### src/assert_macros.svh
// Assertion macros shared by the step period ramp RTL.
// Clock aclk and active-low reset aresetn are taken from the including scope.
`ifndef ASSERT_MACROS_SVH
`define ASSERT_MACROS_SVH

// Same-cycle implication, checked out of reset.
`define SSRP_ASSERT_SAME(lbl, ante, cons) \
    lbl: assert property (@(posedge aclk) disable iff (!aresetn) (ante) |-> (cons)) \
        else $error("same-cycle check failed");

// Next-cycle implication, checked out of reset.
`define SSRP_ASSERT_NEXT(lbl, ante, cons) \
    lbl: assert property (@(posedge aclk) disable iff (!aresetn) (ante) |=> (cons)) \
        else $error("next-cycle check failed");

`endif

### src/ssrp_pkg.sv
// Types, constants and helpers for the stepper speed ramp / step period block.
// No dependencies; used by ssrp_ctrl, ssrp_datapath and the top level.
package ssrp_pkg;

    localparam int SPEED_W    = 11;
    localparam int PERIOD_W   = 16;
    localparam int ACCEL_W    = 8;
    localparam int MAG_W      = 10;
    localparam int SLOT_COUNT = 8;
    localparam int SUB_W      = 3;
    // 16 quotient bits of the base period, then 3 more for the remainder share
    localparam int DIV_STEPS  = PERIOD_W + SUB_W;
    localparam int DIV_CNT_W  = $clog2(DIV_STEPS);

    localparam logic signed [SPEED_W-1:0] SPEED_MIN_PATTERN = 11'sh400;
    localparam logic signed [SPEED_W-1:0] SPEED_NEG_LIMIT   = -11'sd1023;
    localparam logic [PERIOD_W-1:0]       ZERO_SPEED_PERIOD = 16'hFFFF;

    localparam logic [ACCEL_W-1:0]  ACCEL_LIMIT_RESET = 8'd7;
    localparam logic [PERIOD_W-1:0] DIVIDEND_RESET    = 16'd1000;

    localparam int CFG_ADDR_W = 1;
    localparam int CFG_DATA_W = 16;
    localparam logic [CFG_ADDR_W-1:0] CFG_ACCEL_LIMIT     = 1'b0;
    localparam logic [CFG_ADDR_W-1:0] CFG_PERIOD_DIVIDEND = 1'b1;

    localparam int S_TDATA_W = 16;
    localparam int M_TDATA_W = 144;
    localparam int SLOT_LSB  = SPEED_W + 2;

    typedef enum logic [1:0] {
        ST_IDLE,
        ST_RAMP,
        ST_DIV,
        ST_DONE
    } state_t;

    typedef struct packed {
        logic load_in;
        logic ramp;
        logic div_step;
        logic out_load;
    } cmd_t;

    typedef struct packed {
        logic div_last;
        logic out_free;
    } status_t;

    // Position of each slot in the +1 spreading order 1,5,3,7,0,4,2.
    // Slot 6 never receives the extra count.
    function automatic logic [SUB_W-1:0] slot_rank(input logic [SUB_W-1:0] slot);
        logic [SUB_W-1:0] r;
        case (slot)
            3'd1:    r = 3'd0;
            3'd5:    r = 3'd1;
            3'd3:    r = 3'd2;
            3'd7:    r = 3'd3;
            3'd0:    r = 3'd4;
            3'd4:    r = 3'd5;
            3'd2:    r = 3'd6;
            default: r = 3'd7;
        endcase
        return r;
    endfunction

endpackage

### src/stepper_speed_ramp_period.sv
// An input transaction passes through the ramp step, the bit-serial divider and
// the output register. Only one transaction is in flight: the sequencer steps
// through idle, ramp, divide and done, and done waits for the output register to
// free up; the next input is taken while the previous result still waits.
// Reset (aresetn low, synchronous): speeds and directions cleared, acceleration
// limit 7, period_dividend 1000, no result pending.
`include "assert_macros.svh"

module stepper_speed_ramp_period #(
    parameter int NUM_MOTORS = 2
) (
    input  logic                                aclk,
    input  logic                                aresetn,
    input  logic                                s_axis_tvalid,
    output logic                                s_axis_tready,
    // [10:0] target_speed, [15:11] zero
    input  logic [ssrp_pkg::S_TDATA_W-1:0]      s_axis_tdata,
    // [0] motor_select
    input  logic                                s_axis_tuser,
    output logic                                m_axis_tvalid,
    input  logic                                m_axis_tready,
    // [10:0] new_speed, [11] direction, [12] motors_disabled,
    // [28:13] period_slot_0 .. [140:125] period_slot_7, [143:141] zero
    output logic [ssrp_pkg::M_TDATA_W-1:0]      m_axis_tdata,
    input  logic                                cfg_we,
    input  logic [ssrp_pkg::CFG_ADDR_W-1:0]     cfg_addr,
    input  logic [ssrp_pkg::CFG_DATA_W-1:0]     cfg_wdata
);

    localparam int MOT_W = (NUM_MOTORS > 1) ? $clog2(NUM_MOTORS) : 1;

    logic [ssrp_pkg::ACCEL_W-1:0]  accel_limit_reg;
    logic [ssrp_pkg::PERIOD_W-1:0] dividend_reg;
    ssrp_pkg::cmd_t                cmd;
    ssrp_pkg::status_t             status;

    always_ff @(posedge aclk) begin
        if (!aresetn) begin
            accel_limit_reg <= ssrp_pkg::ACCEL_LIMIT_RESET;
            dividend_reg    <= ssrp_pkg::DIVIDEND_RESET;
        end else if (cfg_we) begin
            case (cfg_addr)
                ssrp_pkg::CFG_ACCEL_LIMIT: begin
                    accel_limit_reg <= cfg_wdata[ssrp_pkg::ACCEL_W-1:0];
                end
                ssrp_pkg::CFG_PERIOD_DIVIDEND: begin
                    dividend_reg <= cfg_wdata;
                end
                default: ;
            endcase
        end
    end

    ssrp_ctrl u_ctrl (
        .aclk     (aclk),
        .aresetn  (aresetn),
        .in_valid (s_axis_tvalid),
        .in_ready (s_axis_tready),
        .status   (status),
        .cmd      (cmd)
    );

    ssrp_datapath #(
        .NUM_MOTORS (NUM_MOTORS),
        .MOT_W      (MOT_W)
    ) u_datapath (
        .aclk            (aclk),
        .aresetn         (aresetn),
        .cmd             (cmd),
        .status          (status),
        .in_select       (s_axis_tuser),
        .in_target       (signed'(s_axis_tdata[ssrp_pkg::SPEED_W-1:0])),
        .accel_limit     (accel_limit_reg),
        .period_dividend (dividend_reg),
        .out_valid       (m_axis_tvalid),
        .out_ready       (m_axis_tready),
        .out_data        (m_axis_tdata)
    );

    // one transaction in flight: busy straight after an accept
    `SSRP_ASSERT_NEXT(a_busy_after_accept, s_axis_tvalid && s_axis_tready, !s_axis_tready)
    // a fresh result is loaded on the same edge the sequencer returns to idle
    `SSRP_ASSERT_SAME(a_result_frees_input, $rose(m_axis_tvalid), s_axis_tready)
    // zero speed gives the idle period in every slot
    `SSRP_ASSERT_SAME(a_zero_speed_period, m_axis_tvalid && (m_axis_tdata[10:0] == 11'd0), (m_axis_tdata[28:13] == 16'hFFFF) && (m_axis_tdata[140:125] == 16'hFFFF))

endmodule

### src/ssrp_ctrl.sv
// Sequencer for the ramp / divide / output steps of one transaction.
// Depends on ssrp_pkg.
module ssrp_ctrl (
    input  logic              aclk,
    input  logic              aresetn,
    input  logic              in_valid,
    output logic              in_ready,
    input  ssrp_pkg::status_t status,
    output ssrp_pkg::cmd_t    cmd
);

    ssrp_pkg::state_t state_reg, state_next;

    always_ff @(posedge aclk) begin
        if (!aresetn) begin
            state_reg <= ssrp_pkg::ST_IDLE;
        end else begin
            state_reg <= state_next;
        end
    end

    always_comb begin
        state_next   = state_reg;
        in_ready     = 1'b0;
        cmd          = '0;
        case (state_reg)
            ssrp_pkg::ST_IDLE: begin
                in_ready    = 1'b1;
                cmd.load_in = in_valid;
                if (in_valid) begin
                    state_next = ssrp_pkg::ST_RAMP;
                end
            end
            ssrp_pkg::ST_RAMP: begin
                cmd.ramp   = 1'b1;
                state_next = ssrp_pkg::ST_DIV;
            end
            ssrp_pkg::ST_DIV: begin
                cmd.div_step = 1'b1;
                if (status.div_last) begin
                    state_next = ssrp_pkg::ST_DONE;
                end
            end
            ssrp_pkg::ST_DONE: begin
                // wait for the output register to free up
                if (status.out_free) begin
                    cmd.out_load = 1'b1;
                    state_next   = ssrp_pkg::ST_IDLE;
                end
            end
            default: begin
                state_next = ssrp_pkg::ST_IDLE;
            end
        endcase
    end

endmodule

### src/ssrp_datapath.sv
// Speed store, ramp limiter, serial restoring divider and result register.
// Depends on ssrp_pkg; driven by ssrp_ctrl through cmd_t / status_t.
module ssrp_datapath #(
    parameter int NUM_MOTORS = 2,
    parameter int MOT_W      = 1
) (
    input  logic                                 aclk,
    input  logic                                 aresetn,
    input  ssrp_pkg::cmd_t                       cmd,
    output ssrp_pkg::status_t                    status,
    input  logic                                 in_select,
    input  logic signed [ssrp_pkg::SPEED_W-1:0]  in_target,
    input  logic [ssrp_pkg::ACCEL_W-1:0]         accel_limit,
    input  logic [ssrp_pkg::PERIOD_W-1:0]        period_dividend,
    output logic                                 out_valid,
    input  logic                                 out_ready,
    output logic [ssrp_pkg::M_TDATA_W-1:0]       out_data
);

    localparam logic [3:0] NUM_M    = 4'(NUM_MOTORS);
    localparam logic [3:0] LAST_MOT = 4'(NUM_MOTORS - 1);
    localparam int QW = ssrp_pkg::DIV_STEPS;

    logic [MOT_W-1:0]                    sel_reg;
    logic signed [ssrp_pkg::SPEED_W-1:0] target_reg;
    logic signed [ssrp_pkg::SPEED_W-1:0] speed_reg [NUM_MOTORS];
    logic                                dir_reg   [NUM_MOTORS];
    logic signed [ssrp_pkg::SPEED_W-1:0] new_speed_reg;
    logic [ssrp_pkg::MAG_W-1:0]          mag_reg;
    logic [ssrp_pkg::MAG_W-1:0]          rem_reg;
    logic [QW-1:0]                       quo_reg;
    logic [ssrp_pkg::DIV_CNT_W-1:0]      cnt_reg;
    logic                                out_valid_reg;
    logic [ssrp_pkg::M_TDATA_W-1:0]      out_data_reg;

    logic [3:0]                          sel_ext;
    logic [MOT_W-1:0]                    sel_next;
    logic signed [ssrp_pkg::SPEED_W-1:0] target_next;
    logic signed [ssrp_pkg::SPEED_W:0]   cur12, tgt12, acc12, diff12, ramp12;
    logic signed [ssrp_pkg::SPEED_W-1:0] ramp_speed;
    logic [ssrp_pkg::SPEED_W-1:0]        ramp_abs;
    logic [ssrp_pkg::MAG_W:0]            trial;
    logic                                qbit;
    logic [ssrp_pkg::MAG_W-1:0]          rem_next;
    logic                                all_zero;
    logic [ssrp_pkg::PERIOD_W-1:0]       base;
    logic [ssrp_pkg::SUB_W-1:0]          sub;
    logic [ssrp_pkg::M_TDATA_W-1:0]      out_data_next;

    // input capture: select saturates to the last motor, -1024 to -1023
    always_comb begin
        sel_ext = {3'b000, in_select};
        if (sel_ext >= NUM_M) begin
            sel_ext = LAST_MOT;
        end
        sel_next    = sel_ext[MOT_W-1:0];
        target_next = (in_target == ssrp_pkg::SPEED_MIN_PATTERN) ?
                      ssrp_pkg::SPEED_NEG_LIMIT : in_target;
    end

    always_ff @(posedge aclk) begin
        if (cmd.load_in) begin
            sel_reg    <= sel_next;
            target_reg <= target_next;
        end
    end

    // acceleration limit
    always_comb begin
        cur12  = {speed_reg[sel_reg][ssrp_pkg::SPEED_W-1], speed_reg[sel_reg]};
        tgt12  = {target_reg[ssrp_pkg::SPEED_W-1], target_reg};
        acc12  = signed'({4'b0000, accel_limit});
        diff12 = cur12 - tgt12;
        if (diff12 > acc12) begin
            ramp12 = cur12 - acc12;
        end else if (diff12 < -acc12) begin
            ramp12 = cur12 + acc12;
        end else begin
            ramp12 = tgt12;
        end
        ramp_speed = ramp12[ssrp_pkg::SPEED_W-1:0];
        ramp_abs   = ramp_speed[ssrp_pkg::SPEED_W-1] ? 11'(-ramp_speed) : 11'(ramp_speed);
    end

    always_ff @(posedge aclk) begin
        if (!aresetn) begin
            for (int i = 0; i < NUM_MOTORS; i++) begin
                speed_reg[i] <= '0;
                dir_reg[i]   <= 1'b0;
            end
        end else if (cmd.ramp) begin
            speed_reg[sel_reg] <= ramp_speed;
            if (ramp_speed != '0) begin
                dir_reg[sel_reg] <= ~ramp_speed[ssrp_pkg::SPEED_W-1];
            end
        end
    end

    // restoring divider: (dividend * 8) / |speed|, one quotient bit per cycle
    always_comb begin
        trial = {rem_reg, quo_reg[QW-1]};
        qbit  = (trial >= {1'b0, mag_reg});
        rem_next = qbit ? ssrp_pkg::MAG_W'(trial - {1'b0, mag_reg})
                        : trial[ssrp_pkg::MAG_W-1:0];
    end

    always_ff @(posedge aclk) begin
        if (cmd.ramp) begin
            new_speed_reg <= ramp_speed;
            mag_reg       <= ramp_abs[ssrp_pkg::MAG_W-1:0];
            rem_reg       <= '0;
            quo_reg       <= {period_dividend, {ssrp_pkg::SUB_W{1'b0}}};
            cnt_reg       <= '0;
        end else if (cmd.div_step) begin
            rem_reg <= rem_next;
            quo_reg <= {quo_reg[QW-2:0], qbit};
            cnt_reg <= cnt_reg + 1'b1;
        end
    end

    assign status.div_last = (cnt_reg == ssrp_pkg::DIV_CNT_W'(ssrp_pkg::DIV_STEPS - 1));
    assign status.out_free = !out_valid_reg || out_ready;

    // result assembly
    always_comb begin
        all_zero = 1'b1;
        for (int i = 0; i < NUM_MOTORS; i++) begin
            if (speed_reg[i] != '0) begin
                all_zero = 1'b0;
            end
        end
        base = quo_reg[QW-1:ssrp_pkg::SUB_W];
        sub  = quo_reg[ssrp_pkg::SUB_W-1:0];
        out_data_next = '0;
        out_data_next[ssrp_pkg::SPEED_W-1:0] = new_speed_reg;
        out_data_next[ssrp_pkg::SPEED_W]     = dir_reg[sel_reg];
        out_data_next[ssrp_pkg::SPEED_W+1]   = all_zero;
        for (int s = 0; s < ssrp_pkg::SLOT_COUNT; s++) begin
            if (new_speed_reg == '0) begin
                out_data_next[ssrp_pkg::SLOT_LSB + s*ssrp_pkg::PERIOD_W +: ssrp_pkg::PERIOD_W] =
                    ssrp_pkg::ZERO_SPEED_PERIOD;
            end else begin
                out_data_next[ssrp_pkg::SLOT_LSB + s*ssrp_pkg::PERIOD_W +: ssrp_pkg::PERIOD_W] =
                    base + ssrp_pkg::PERIOD_W'(sub > ssrp_pkg::slot_rank(3'(s)));
            end
        end
    end

    always_ff @(posedge aclk) begin
        if (!aresetn) begin
            out_valid_reg <= 1'b0;
        end else if (cmd.out_load) begin
            out_valid_reg <= 1'b1;
        end else if (out_ready) begin
            out_valid_reg <= 1'b0;
        end
    end

    always_ff @(posedge aclk) begin
        if (cmd.out_load) begin
            out_data_reg <= out_data_next;
        end
    end

    assign out_valid = out_valid_reg;
    assign out_data  = out_data_reg;

endmodule
### config.mk
export PLATFORM = sky130hd
export DESIGN_NAME = stepper_speed_ramp_period
export DESIGN_NICKNAME = d
export VERILOG_FILES = /design/src/ssrp_pkg.sv /design/src/stepper_speed_ramp_period.sv /design/src/ssrp_ctrl.sv /design/src/ssrp_datapath.sv
export VERILOG_INCLUDE_DIRS = /design/src /design/src/src
export SDC_FILE = /design/constraint.sdc
export NUM_CORES = 1
export LEC_CHECK = 0
export BUFFER_PORTS_ARGS = -buffer_cell sky130_fd_sc_hd__buf_2
export CORE_ASPECT_RATIO = 1.5
export CORE_MARGIN = 10
export CORE_UTILIZATION = 40
export DETAILED_ROUTE_END_ITERATION = 16
export MAX_ROUTING_LAYER = met4
export SYNTH_ARGS = -nofsm -noshare
export SYNTH_HDL_FRONTEND = slang
export SYNTH_SLANG_ARGS = --single-unit
export TNS_END_PERCENT = 1
### constraint.sdc
create_clock -name aclk -period 11.2 [get_ports aclk]
set_clock_uncertainty 0.15 [all_clocks]
set_input_delay 1.12 -clock aclk [delete_from_list [all_inputs] [get_ports aclk]]
set_output_delay 1.12 -clock aclk [all_outputs]
set_load 0.01 [all_outputs]
# Word-level counts from Yosys, hierarchy flattened
# Memory sizes are Yosys's and may differ from the RTL's. A register that Yosys moved wholly into a read port is not among the register bits.
# Cells that the tools add are included.
# op_classes
reduce_logical	14
n_bitwise	2
add_sub_neg	15
shifts	0
n_mul	0
div_mod_pow	0
mux	42
order_cmp	11
n_eq_ne	8
# ops
cell	n
adder 16 x 1 -> 16 bit	8
two-way mux 19 bit	2
two-way mux 11 bit	3
nonzero test 11 bit	3
greater-than comparator 3 bit	8
two-way mux 3 bit	8
two-way mux 1 bit	23
two-way mux 10 bit	2
greater-than comparator 12 x 9 -> 1 bit	1
< comparator 12 bit	1
negator 8 -> 12 bit	1
subtractor 11 x 11 -> 12 bit	1
adder 11 x 9 -> 11 bit	1
equality test 11 bit (second input constant)	1
>= comparator 11 x 10 -> 1 bit	1
zero test 11 bit	1
OR reduction 11 bit	1
subtractor 11 x 9 -> 11 bit	1
negator 10 bit	1
subtractor 10 bit	1
one-hot mux 2 bit (4 select lines)	1
two-way mux 2 bit	3
inequality test 2 bit (second input constant)	3
adder 5 x 1 -> 5 bit (second input constant)	1
other kinds (11)	15
# word_totals
latchBits	0
output_inout_bits	146
mem_bits_rw	24
ff_bits	235
wordCells	109
mem_bits_ro	0
inputBits	39
n_memories	2
# mem_list
memory	words	word_bits	rd	rd_clocked_by_memory_dff	write_ports	line	rtl
u_datapath.speed_reg	2	11	3	1	2	ssrp_datapath.sv:26	logic signed [ssrp_pkg::SPEED_W-1:0] speed_reg [NUM_MOTORS];
u_datapath.dir_reg	2	1	1	1	2	ssrp_datapath.sv:27	logic dir_reg [NUM_MOTORS];

# Longest topological paths before layout
# Gate-level depths: netlist of the first run.
# depth
depth_word	11
ltp_mapped	27

# By module
# A second synthesis of the first run with hierarchy kept.
# unflattened
hier_cells	1405
hier_area_um2	14463.9
# modules_own_cells
module	instances	seq_area_each_um2	area_each_um2	cells_each
ssrp_datapath	1	6776.5	13232.7	1276
stepper_speed_ramp_period	1	480.5	1041.0	108
ssrp_ctrl	1	40.0	190.2	21

# Worst setup path before layout of the first run
# Ideal clock, no wire load.
# synth_timing
path_kind	input -> register
startpoint	in m_axis_tready
endpoint	reg u_datapath.out_data_reg (netlist bit u_datapath.out_data[0]), enable pin
t_arrival_ns	7.415
cell_stages	2
path_slack_ns	2.975
setup_ns	0.660
t_required_ns	10.390
path_cell_list	nor2b_1 > nor2b_1
# synth_rtl
element	line	rtl
start, declared	stepper_speed_ramp_period.sv:21	input logic m_axis_tready,
end signal, assigned	ssrp_datapath.sv:161	out_data_reg <= out_data_next;
end, declared	ssrp_datapath.sv:34	logic [ssrp_pkg::M_TDATA_W-1:0] out_data_reg;

==> results of run 1 <==
-- per-stage QoR --
stage / cell area (µm²) / hold slack, ns / worst slack, ns / power (mW) / std cells
after floorplan: 14400 / 0.277 / 2.97 / 3.00 / 1396
after global placement: 15500 / 0.287 / 4.76 / 3.39 / 1961
after detailed placement: 15500 / 0.290 / 4.73 / 3.44 / 1961
after CTS: 16500 / 0.308 / 4.72 / 4.42 / 2011
after global routing: 16500 / 0.321 / 4.41 / 4.68 / 2011
final: 16500 / 0.307 / 4.74 / 4.38 / 2011
-- cell type report --
type	instances	area (µm²)	area share
clock buffer	33	739	0.0448
clock inverter	17	231	0.0140
inverter	65	244	0.0148
timing repair buffer	181	918	0.0556
tap	478	598	0.0362
multi-input combinational	978	6480	0.393
sequential	259	7300	0.442
-- logic make-up after synthesis --
group           share of synthesized area
buf+inv                            0.0452
xor+xnor                           0.0511
compound gates                      0.106
mux                                0.0220
other cells                      0.000261
simple gates                        0.193
flops                               0.507
fa+ha+maj                          0.0751
-- worst paths after layout --
kind,from,endpoint,slack (ns),cells past startpoint
worst min register to register,dividend_reg[2]$_SDFFE_PN0P_,dividend_reg[2]$_SDFFE_PN0P_,0.31,2
worst min-delay path,dividend_reg[2]$_SDFFE_PN0P_,dividend_reg[2]$_SDFFE_PN0P_,0.31,2
worst max-delay path,flip-flop,u_datapath.mag_reg[8]$_DFFE_PP_,4.74,21
worst max register to register,flip-flop,u_datapath.mag_reg[8]$_DFFE_PP_,4.74,21
-- cells in the final DEF (no fill, tap or decap), drive strengths merged, types with 33 or more instances in the layout --
cell	count
dfxtp	48
a21oi	61
nand2	171
o21ai	92
buf	181
xnor2	37
xor2	47
nand3	93
inv	67
ha	80
edfxtp	211
clkbuf	33
nor2	82
or3	40
-- critical path, stage by stage, from the launching register on --
cell	delay [ns]
dfxtp_1	0.65
mux2i_1	0.46
ha_1	0.24
inv_1	0.05
fa_1	0.42
a21oi_2	0.19
and2b_1	0.20
nor2_1	0.11
xnor2_1	0.17
ha_1	0.28
and3_1	0.20
o21ai_0	0.10
a21oi_1	0.10
o22ai_1	0.11
or4b_1	0.76
a211oi_4	0.49
mux2i_1	0.51
ha_1	0.26
inv_1	0.09
nor4_4	0.36
a31oi_1	0.15
xnor2_1	0.16
-- synth_stat cells (all sizes together), types with 25 or more instances --
master / number / area [µm²]
o21ai: 92 / 468
edfxtp: 211 / 6340
nand2: 171 / 657
a21oi: 61 / 320
xor2: 47 / 412
nor2: 82 / 313
and3: 31 / 194
inv: 64 / 240
nand2b: 25 / 159
xnor2: 37 / 324
nand3: 93 / 465
clkbuf: 76 / 287
dfxtp: 48 / 961
or3: 40 / 250
ha: 80 / 1000
-- layer usage --
layer  up-vias  wire, µm  track usage
met3        70      1750       0.0248
met2       257     19200        0.303
li1       5195         -            -
met5         -         0            -
met1      4837     13700        0.163
met4         0      1290       0.0636
-- power groups by stage --
stage	Sequential, mW	Clock (mW)	Combinational [mW]
3_5_place_dp	1.61	0	1.83
5_1_grt	1.62	1.03	2.04
2_1_floorplan	1.51	0	1.49
4_1_cts	1.59	0.988	1.84
3_3_place_gp	1.60	0	1.79
6_report	1.59	0.964	1.82
==> run metrics, run 1 <==
status=finished clean; Avg Inst Size Synth=10.3 µm²; Rel. slew slack=0.291; post-DR wirelength/cell=17.8 µm; largest net degree at the start of global routing=75; Die X=175 µm; final setup vio count=0; Max FO, Critical Path=11; sequential element share of the synthesized area=0.507; Hold Fails Final Rpt=0; Hold Crit Class=reg2reg; H-tree levels=1; Pre-antenna DRT Iters=5; Die Area=44100 µm²; max FFs per register=141; share of post-route cells with drive strength above 1=0.189; Mapped Cells=1393; post-synthesis register bit count=259; Vias=10400; # rows=85; EDFF count, synth=211; vias in the first global route=10300; P per Cell Area=265 nW/µm²; area delta synth->final=14.8%; VDD IR max=0.133 mV; Routed WL=35.9 mm; Flop pwr share=0.363; unrepaired setup endpoints after global routing=false; switching fraction of total power=0.384; CTS resizes=0; Achievable Freq=155 MHz; CTS tree=done; grt ovf=0; final core utilization=0.462; post-synthesis async set-or-reset flop share=0; placer congestion estimate=0.920; Post-synth top flop=edfxtp_1; die height=252 µm; vias per cell=5.15; post-CTS setup buffer count=0; CP Class=reg2reg; hold buffer count at CTS=0; drt initial violations=588; overall routing resource usage=0.161; NumNets Final=1635; startpoint type of the worst setup path=flip-flop; period utilization=0.577; CTS root buf=clkbuf_16; # IOs=185; P_int=2.70 mW; maxcap violations=0; Final Max Slew Viols=0; Final Critical Period=6.46 ns; first-pass GRT wire length=55.6 mm; fill count=3388; drc violations=0; Core ar.=35700 µm²; Clk pwr share=0.220; Yosys warning count=0; Worst-Margin Slew=1.06 ns; DPL Wire Length=27.8 mm; Num CTS Buffers=27; input/output buffers=176; CP endpoint kind=flip-flop; Distinct cells, synth=80; clk_lat worst skew=0.54 ns; P_sw=1.68 mW; Starting Density=0.403; synthesized area=14400 µm²; CTS Buffer Depth=3; Gate power share=0.416; clk slew on worst S/H paths=0.06 ns; leakage=6.73 nW; Antenna Cells=0; TNS Setup=0 ns; CP required=11.35 ns; initial antenna violation count=2; DRT antenna net count=0; WP data arrival=6.61 ns; clk sinks=259
Note: power is estimated with default switching activity, not from simulation.
==> run 2, diff against run 1 <==
ABC_AREA = 1   (was default)
clock period = 5.6 ns   (was 11.2 ns; I/O delays follow)
==> run 2 against run 1 <==
- die area about the same
- hold slack worse by 0.26 ns
- setup slack worse by 4.0 ns
- sequential power up 100%
- first-iteration DRC count up 27%
- combinational power up 130%
- power up 120%
- synthesized cell count up 17%
- critical endpoint is now u_datapath.mag_reg[6]$_DFFE_PP_
- largest cell class unchanged
==> run metrics, run 2 <==
most common cell after layout, fill and taps aside=nand2_1; Avg Inst Size Synth=8.86 µm²; Hold Crit Class=in2reg; Antenna Cells=0; P per Cell Area=563 nW/µm²; HP Start=s_axis_tuser; cell at the slowest stage of the critical path=dfxtp_1; Worst-Margin Slew=1.01 ns; vias per cell=5.09; Core ar.=35700 µm²; vias in the first global route=11300; input/output buffers=176; Die X=175 µm; grt ovf=0; cell with the most instances after synthesis=nand2_1; top cell type's share of synthesized area=0.440; Die Area=44100 µm²; Hold EP=u_datapath.sel_reg$_DFFE_PP_; CTS tree=done; Rel. slew slack=0.328; crit-path most repeated cell=nand2_1; initial antenna violation count=0; overall routing resource usage=0.180; period utilization=0.874; R2R depth=29; maxcap violations=0; R2R Path End=u_datapath.mag_reg[6]$_DFFE_PP_; area delta synth->final=16.8%; NumNets Final=1907; first-pass GRT wire length=62.0 mm; CP Class=reg2reg; Hold Fails Final Rpt=0; die height=252 µm; Largest stage delay, worst path=0.48 ns; commonest non-fill, non-tap cells in the layout=nand2_1, edfxtp_1, inv_1; placed inst area=15800 µm²; clk slew on worst S/H paths=0.06 ns; Post-synth top cells=nand2_1, edfxtp_1, inv_1; Num CTS Buffers=26; clk sinks=259; Achievable Freq=204 MHz; CTS Buffer Depth=3; sequential element share of the synthesized area=0.507; share of post-route cells with drive strength above 1=0.167; DRT antenna net count=0; CP required=5.76 ns; CTS resizes=0; synthesized area=14400 µm²; WP data arrival=5.05 ns; # IOs=185; Distinct cells, synth=51; post-CTS setup buffer count=0; top cell type by total area after synthesis=edfxtp_1; DPL Wire Length=30.9 mm; Mapped Cells=1624; H-tree levels=1; Setup WS pre-CTS=0.740 ns; Routed WL=39.9 mm; Final Critical Period=4.89 ns; post-DR wirelength/cell=17.5 µm; largest net degree at the start of global routing=102; Yosys warning count=0; CTS root buf=clkbuf_16; largest cells by area after synthesis=edfxtp_1, nand2_1, ha_1, dfxtp_1, nand3_1; Pre-antenna DRT Iters=6; max FFs per register=141; post-synthesis async set-or-reset flop share=0; leakage=7.22 nW; drc violations=0; placer congestion estimate=0.924; Max FO, Critical Path=11; # rows=85; startpoint type of the worst setup path=flip-flop; Post-synth top flop=edfxtp_1; unrepaired setup endpoints after global routing=false; clk_lat worst skew=0.55 ns; final worst slack=0.705 ns; WHS Path Cells=1; EDFF count, synth=211; status=finished clean; Starting Density=0.403; Vias=11600; Post-Layout Inst Area=16800 µm²; CP endpoint kind=flip-flop; post-synthesis register bit count=259; r2r setup slk=0.71 ns; drt initial violations=748; final setup vio count=0; VDD IR max=0.365 mV; hold buffer count at CTS=0; Final Max Slew Viols=0; TNS Setup=0 ns
## run 2: cell count changes in the layout (fill, tap and decap cells not counted), moves of 15 or more
| cell | change |
|---|---|
| nand2b_1 | -24 |
| inv_1 | +140 |
| or3_1 | -40 |
| xnor2_1 | -19 |
| and3_1 | -31 |
| nor2b_1 | -22 |
| nand2_1 | +116 |
| nand2_2 | +15 |
| nor2_1 | +82 |
| nand3_1 | +73 |
| buf_4 | +21 |
| mux2i_1 | -17 |
| xor2_1 | -21 |
| o21ai_0 | +22 |
## run 2: area by class of cell
class | count | area (µm²)
flip-flops and latches | 259 | 7300
inverters | 213 | 800
multi-input cells | 1081 | 6030
well taps | 478 | 598
repair buffers | 203 | 1100
fillers | 3500 | 18900
clock buffers | 29 | 683
clock inverters | 19 | 302
## run 2: stage by stage
stage,util,hold slack [ns],power [mW],std cells
after detailed placement,0.443,0.287,7.54,2234
after floorplan,-,0.274,6.19,1627
after global routing,0.470,0.0390,10.2,2282
after global placement,0.443,0.285,7.48,2234
final,0.470,0.0501,9.47,2282
after CTS,0.470,0.0248,9.55,2282
## run 2: cells by family (layout without fill, tap and decap cells)
group / count (synthesis) / count (layout) / share of synthesized area
AO/OA/AOI/OAI: 241 / 241 / 0.0928
XOR/XNOR: 44 / 44 / 0.0268
adder cells (fa/ha/maj): 84 / 84 / 0.0751
buffers and inverters: 287 / 464 / 0.0766
flip-flops: 259 / 259 / 0.507
multiplexers: 5 / 5 / 0.00391
other: 1 / 4 / 0.000261
AND/OR/NAND/NOR: 703 / 703 / 0.218
## run 2: routing by layer
| layer | vias up | GRT usage | part of all wire |
|---|---|---|---|
| li1 | 5783 | - | - |
| met1 | 5431 | 0.192 | 0.39 |
| met2 | 318 | 0.331 | 0.53 |
| met3 | 72 | 0.0269 | 0.047 |
| met4 | 0 | 0.0634 | 0.031 |
| met5 | - | - | 0 |
## run 2: how the worst max path moves through the flow
stage	start	endpoint	slack [ns]	cells past startpoint
2_1_floorplan	m_axis_tready	u_datapath.out_data[0]$_DFFE_PP_	0.28	2
3_3_place_gp	flip-flop	u_datapath.mag_reg[6]$_DFFE_PP_	0.76	31
3_5_place_dp	flip-flop	u_datapath.mag_reg[6]$_DFFE_PP_	0.74	29
4_1_cts	flip-flop	u_datapath.mag_reg[6]$_DFFE_PP_	0.72	29
5_1_grt	flip-flop	u_datapath.mag_reg[8]$_DFFE_PP_	0.20	32
6_report	flip-flop	u_datapath.mag_reg[6]$_DFFE_PP_	0.71	29
## run 2: worst max-delay path: cells and delay by family, from the launching register on
kind                     cells  cell delay, ns
XOR/XNOR                     1            0.18
flip-flops                   1            0.48
buffers and inverters        4            0.45
adder cells (fa/ha/maj)      3            0.90
multiplexers                 1            0.42
AND/OR/NAND/NOR             16            1.52
AO/OA/AOI/OAI                4            0.56
## run 2: where the power goes
group / switching, mW / total, mW / internal, mW
sequential: 0.356 / 3.22 / 2.86
combinational: 2.81 / 4.25 / 1.44
clock: 0.749 / 2.00 / 1.25
total: 3.91 / 9.47 / 5.55
==> run 3, diff against run 2 <==
CORE_UTILIZATION = 53   (was 40)
PLACE_DENSITY = 0.77   (was default)
==> run 3 against run 2 <==
- sequential power about the same
- die area shrank 22%
- first-iteration DRC count grew 25%
- via count rose by 0.87%
- critical path type unchanged
==> run metrics, run 3 (synthesized netlist as in run 2, its figures left out) <==
status=finished clean; final core utilization=0.614; Core ar.=26700 µm²; R2R Path End=u_datapath.mag_reg[8]$_DFFE_PP_; Hold Crit Class=in2reg; Hold EP=u_datapath.target_reg[9]$_SDFFCE_PN0P_; initial antenna violation count=0; final setup vio count=0; Die X=155 µm; placed inst area=15600 µm²; most common cell after layout, fill and taps aside=nand2_1; CP required=5.75 ns; DRT antenna net count=0; TNS Setup=0 ns; DPL Wire Length=28.4 mm; CP Class=reg2reg; NumNets Final=1894; Final Critical Period=4.98 ns; Rel. slew slack=0.290; maxcap violations=0; placed cells=2081; area of the multi-input gates=6030 µm²; fill count=2232; Finished Layout Cells=2125; Pre-antenna DRT Iters=8; Gate power share=0.458; Max FO, Critical Path=11; area delta synth->final=13.8%; Worst-Margin Slew=1.07 ns; CTS resizes=0; Post-Layout Inst Area=16400 µm²; Achievable Freq=201 MHz; clk sinks=259; Antenna Cells=0; Clk pwr share=0.187; register area=7300 µm²; CP endpoint kind=flip-flop; share of post-route cells with drive strength above 1=0.161; Vias=11700; Final Power=9.04 mW; HP Start=s_axis_tdata[9]; Num CTS Buffers=25; P per Cell Area=552 nW/µm²; Final Max Slew Viols=0; Die Area=34300 µm²; grt ovf=0; largest net degree at the start of global routing=142; clk slew on worst S/H paths=0.06 ns; switching fraction of total power=0.424; worst path bufs/invs=4; hold buffer count at CTS=0; Routed WL=37.1 mm; WHS Path Cells=1; R2R depth=28; period utilization=0.890; Hold Fails Final Rpt=0; vias in the first global route=11400; post-DR wirelength/cell=17.5 µm; Starting Density=0.540; P_int=5.21 mW; post-CTS setup buffer count=0; commonest non-fill, non-tap cells in the layout=nand2_1, edfxtp_1, inv_1; die height=222 µm; H-tree levels=1; CTS Buffer Depth=3; drt initial violations=937; drc violations=0; Flop pwr share=0.356; CTS tree=done; CTS root buf=clkbuf_16; input/output buffers=176; P_sw=3.83 mW; startpoint type of the worst setup path=flip-flop; CP delay by family, top=simple AND/OR/NAND/NOR gates; crit-path most repeated cell=nand2_1; # IOs=185; cell at the slowest stage of the critical path=dfxtp_1; leakage=7.07 nW; vias per cell=5.51; placer congestion estimate=0.992; # rows=73; Largest stage delay, worst path=0.50 ns; r2r setup slk=0.62 ns; max FFs per register=141; VDD IR max=0.355 mV; clk_lat worst skew=0.53 ns; unrepaired setup endpoints after global routing=false; WP data arrival=5.13 ns; overall routing resource usage=0.215; first-pass GRT wire length=59.3 mm
-- run 3: cell types whose count changed in the layout (fill, tap and decap cells not counted), moves of 3 or more --
cell / change
buf_4: -12
bufinv_16: -6
clkinv_1: -4
clkinvlp_4: +3
-- run 3: worst max-delay path by stage --
stage	end	slack, ns	cells past startpoint	start
2_1_floorplan	u_datapath.out_data[0]$_DFFE_PP_	0.28	2	m_axis_tready
3_3_place_gp	u_datapath.mag_reg[8]$_DFFE_PP_	0.72	26	flip-flop
3_5_place_dp	u_datapath.mag_reg[8]$_DFFE_PP_	0.65	26	flip-flop
4_1_cts	u_datapath.mag_reg[8]$_DFFE_PP_	0.64	26	flip-flop
5_1_grt	u_datapath.mag_reg[8]$_DFFE_PP_	0.18	30	flip-flop
6_report	u_datapath.mag_reg[8]$_DFFE_PP_	0.62	28	flip-flop
-- run 3: routing by layer --
layer	global-route usage	vias up	routed length (µm)
li1	-	5754	-
met1	0.233	5347	13500
met2	0.377	498	19300
met3	0.0355	106	2640
met4	0.0941	0	1660
met5	-	-	0
-- run 3: power groups by stage --
stage          sequential, mW  combinational, mW  clock (mW)
3_3_place_gp             3.22               4.01           0
2_1_floorplan            3.14               3.04           0
5_1_grt                  3.26               4.68        1.80
3_5_place_dp             3.25               4.11           0
4_1_cts                  3.21               4.13        1.71
6_report                 3.21               4.14        1.69
-- run 3: worst register-to-register path, delay by kind of cell (launching register included) --
kind,cells,cell delay [ns]
AO/OA/AOI/OAI,5,0.77
XOR/XNOR,1,0.18
adder cells (fa/ha/maj),3,0.89
buffers and inverters,4,0.48
flip-flops,1,0.50
multiplexers,1,0.41
AND/OR/NAND/NOR,14,1.33
-- run 3: layout make-up --
cell class / instances / area share
inverter: 213 / 0.0488
clock buffer: 32 / 0.0423
timing repair buffer: 191 / 0.0614
clock inverter: 12 / 0.00795
tap: 337 / 0.0257
multi-input combinational: 1081 / 0.368
sequential: 259 / 0.446
-- run 3: stage by stage --
stage | hold slack [ns] | setup WS (ns)
after floorplan | 0.274 | 0.282
after global placement | 0.281 | 0.721
after detailed placement | 0.290 | 0.653
after CTS | 0.0560 | 0.637
after global routing | 0.0571 | 0.179
final | 0.0722 | 0.616
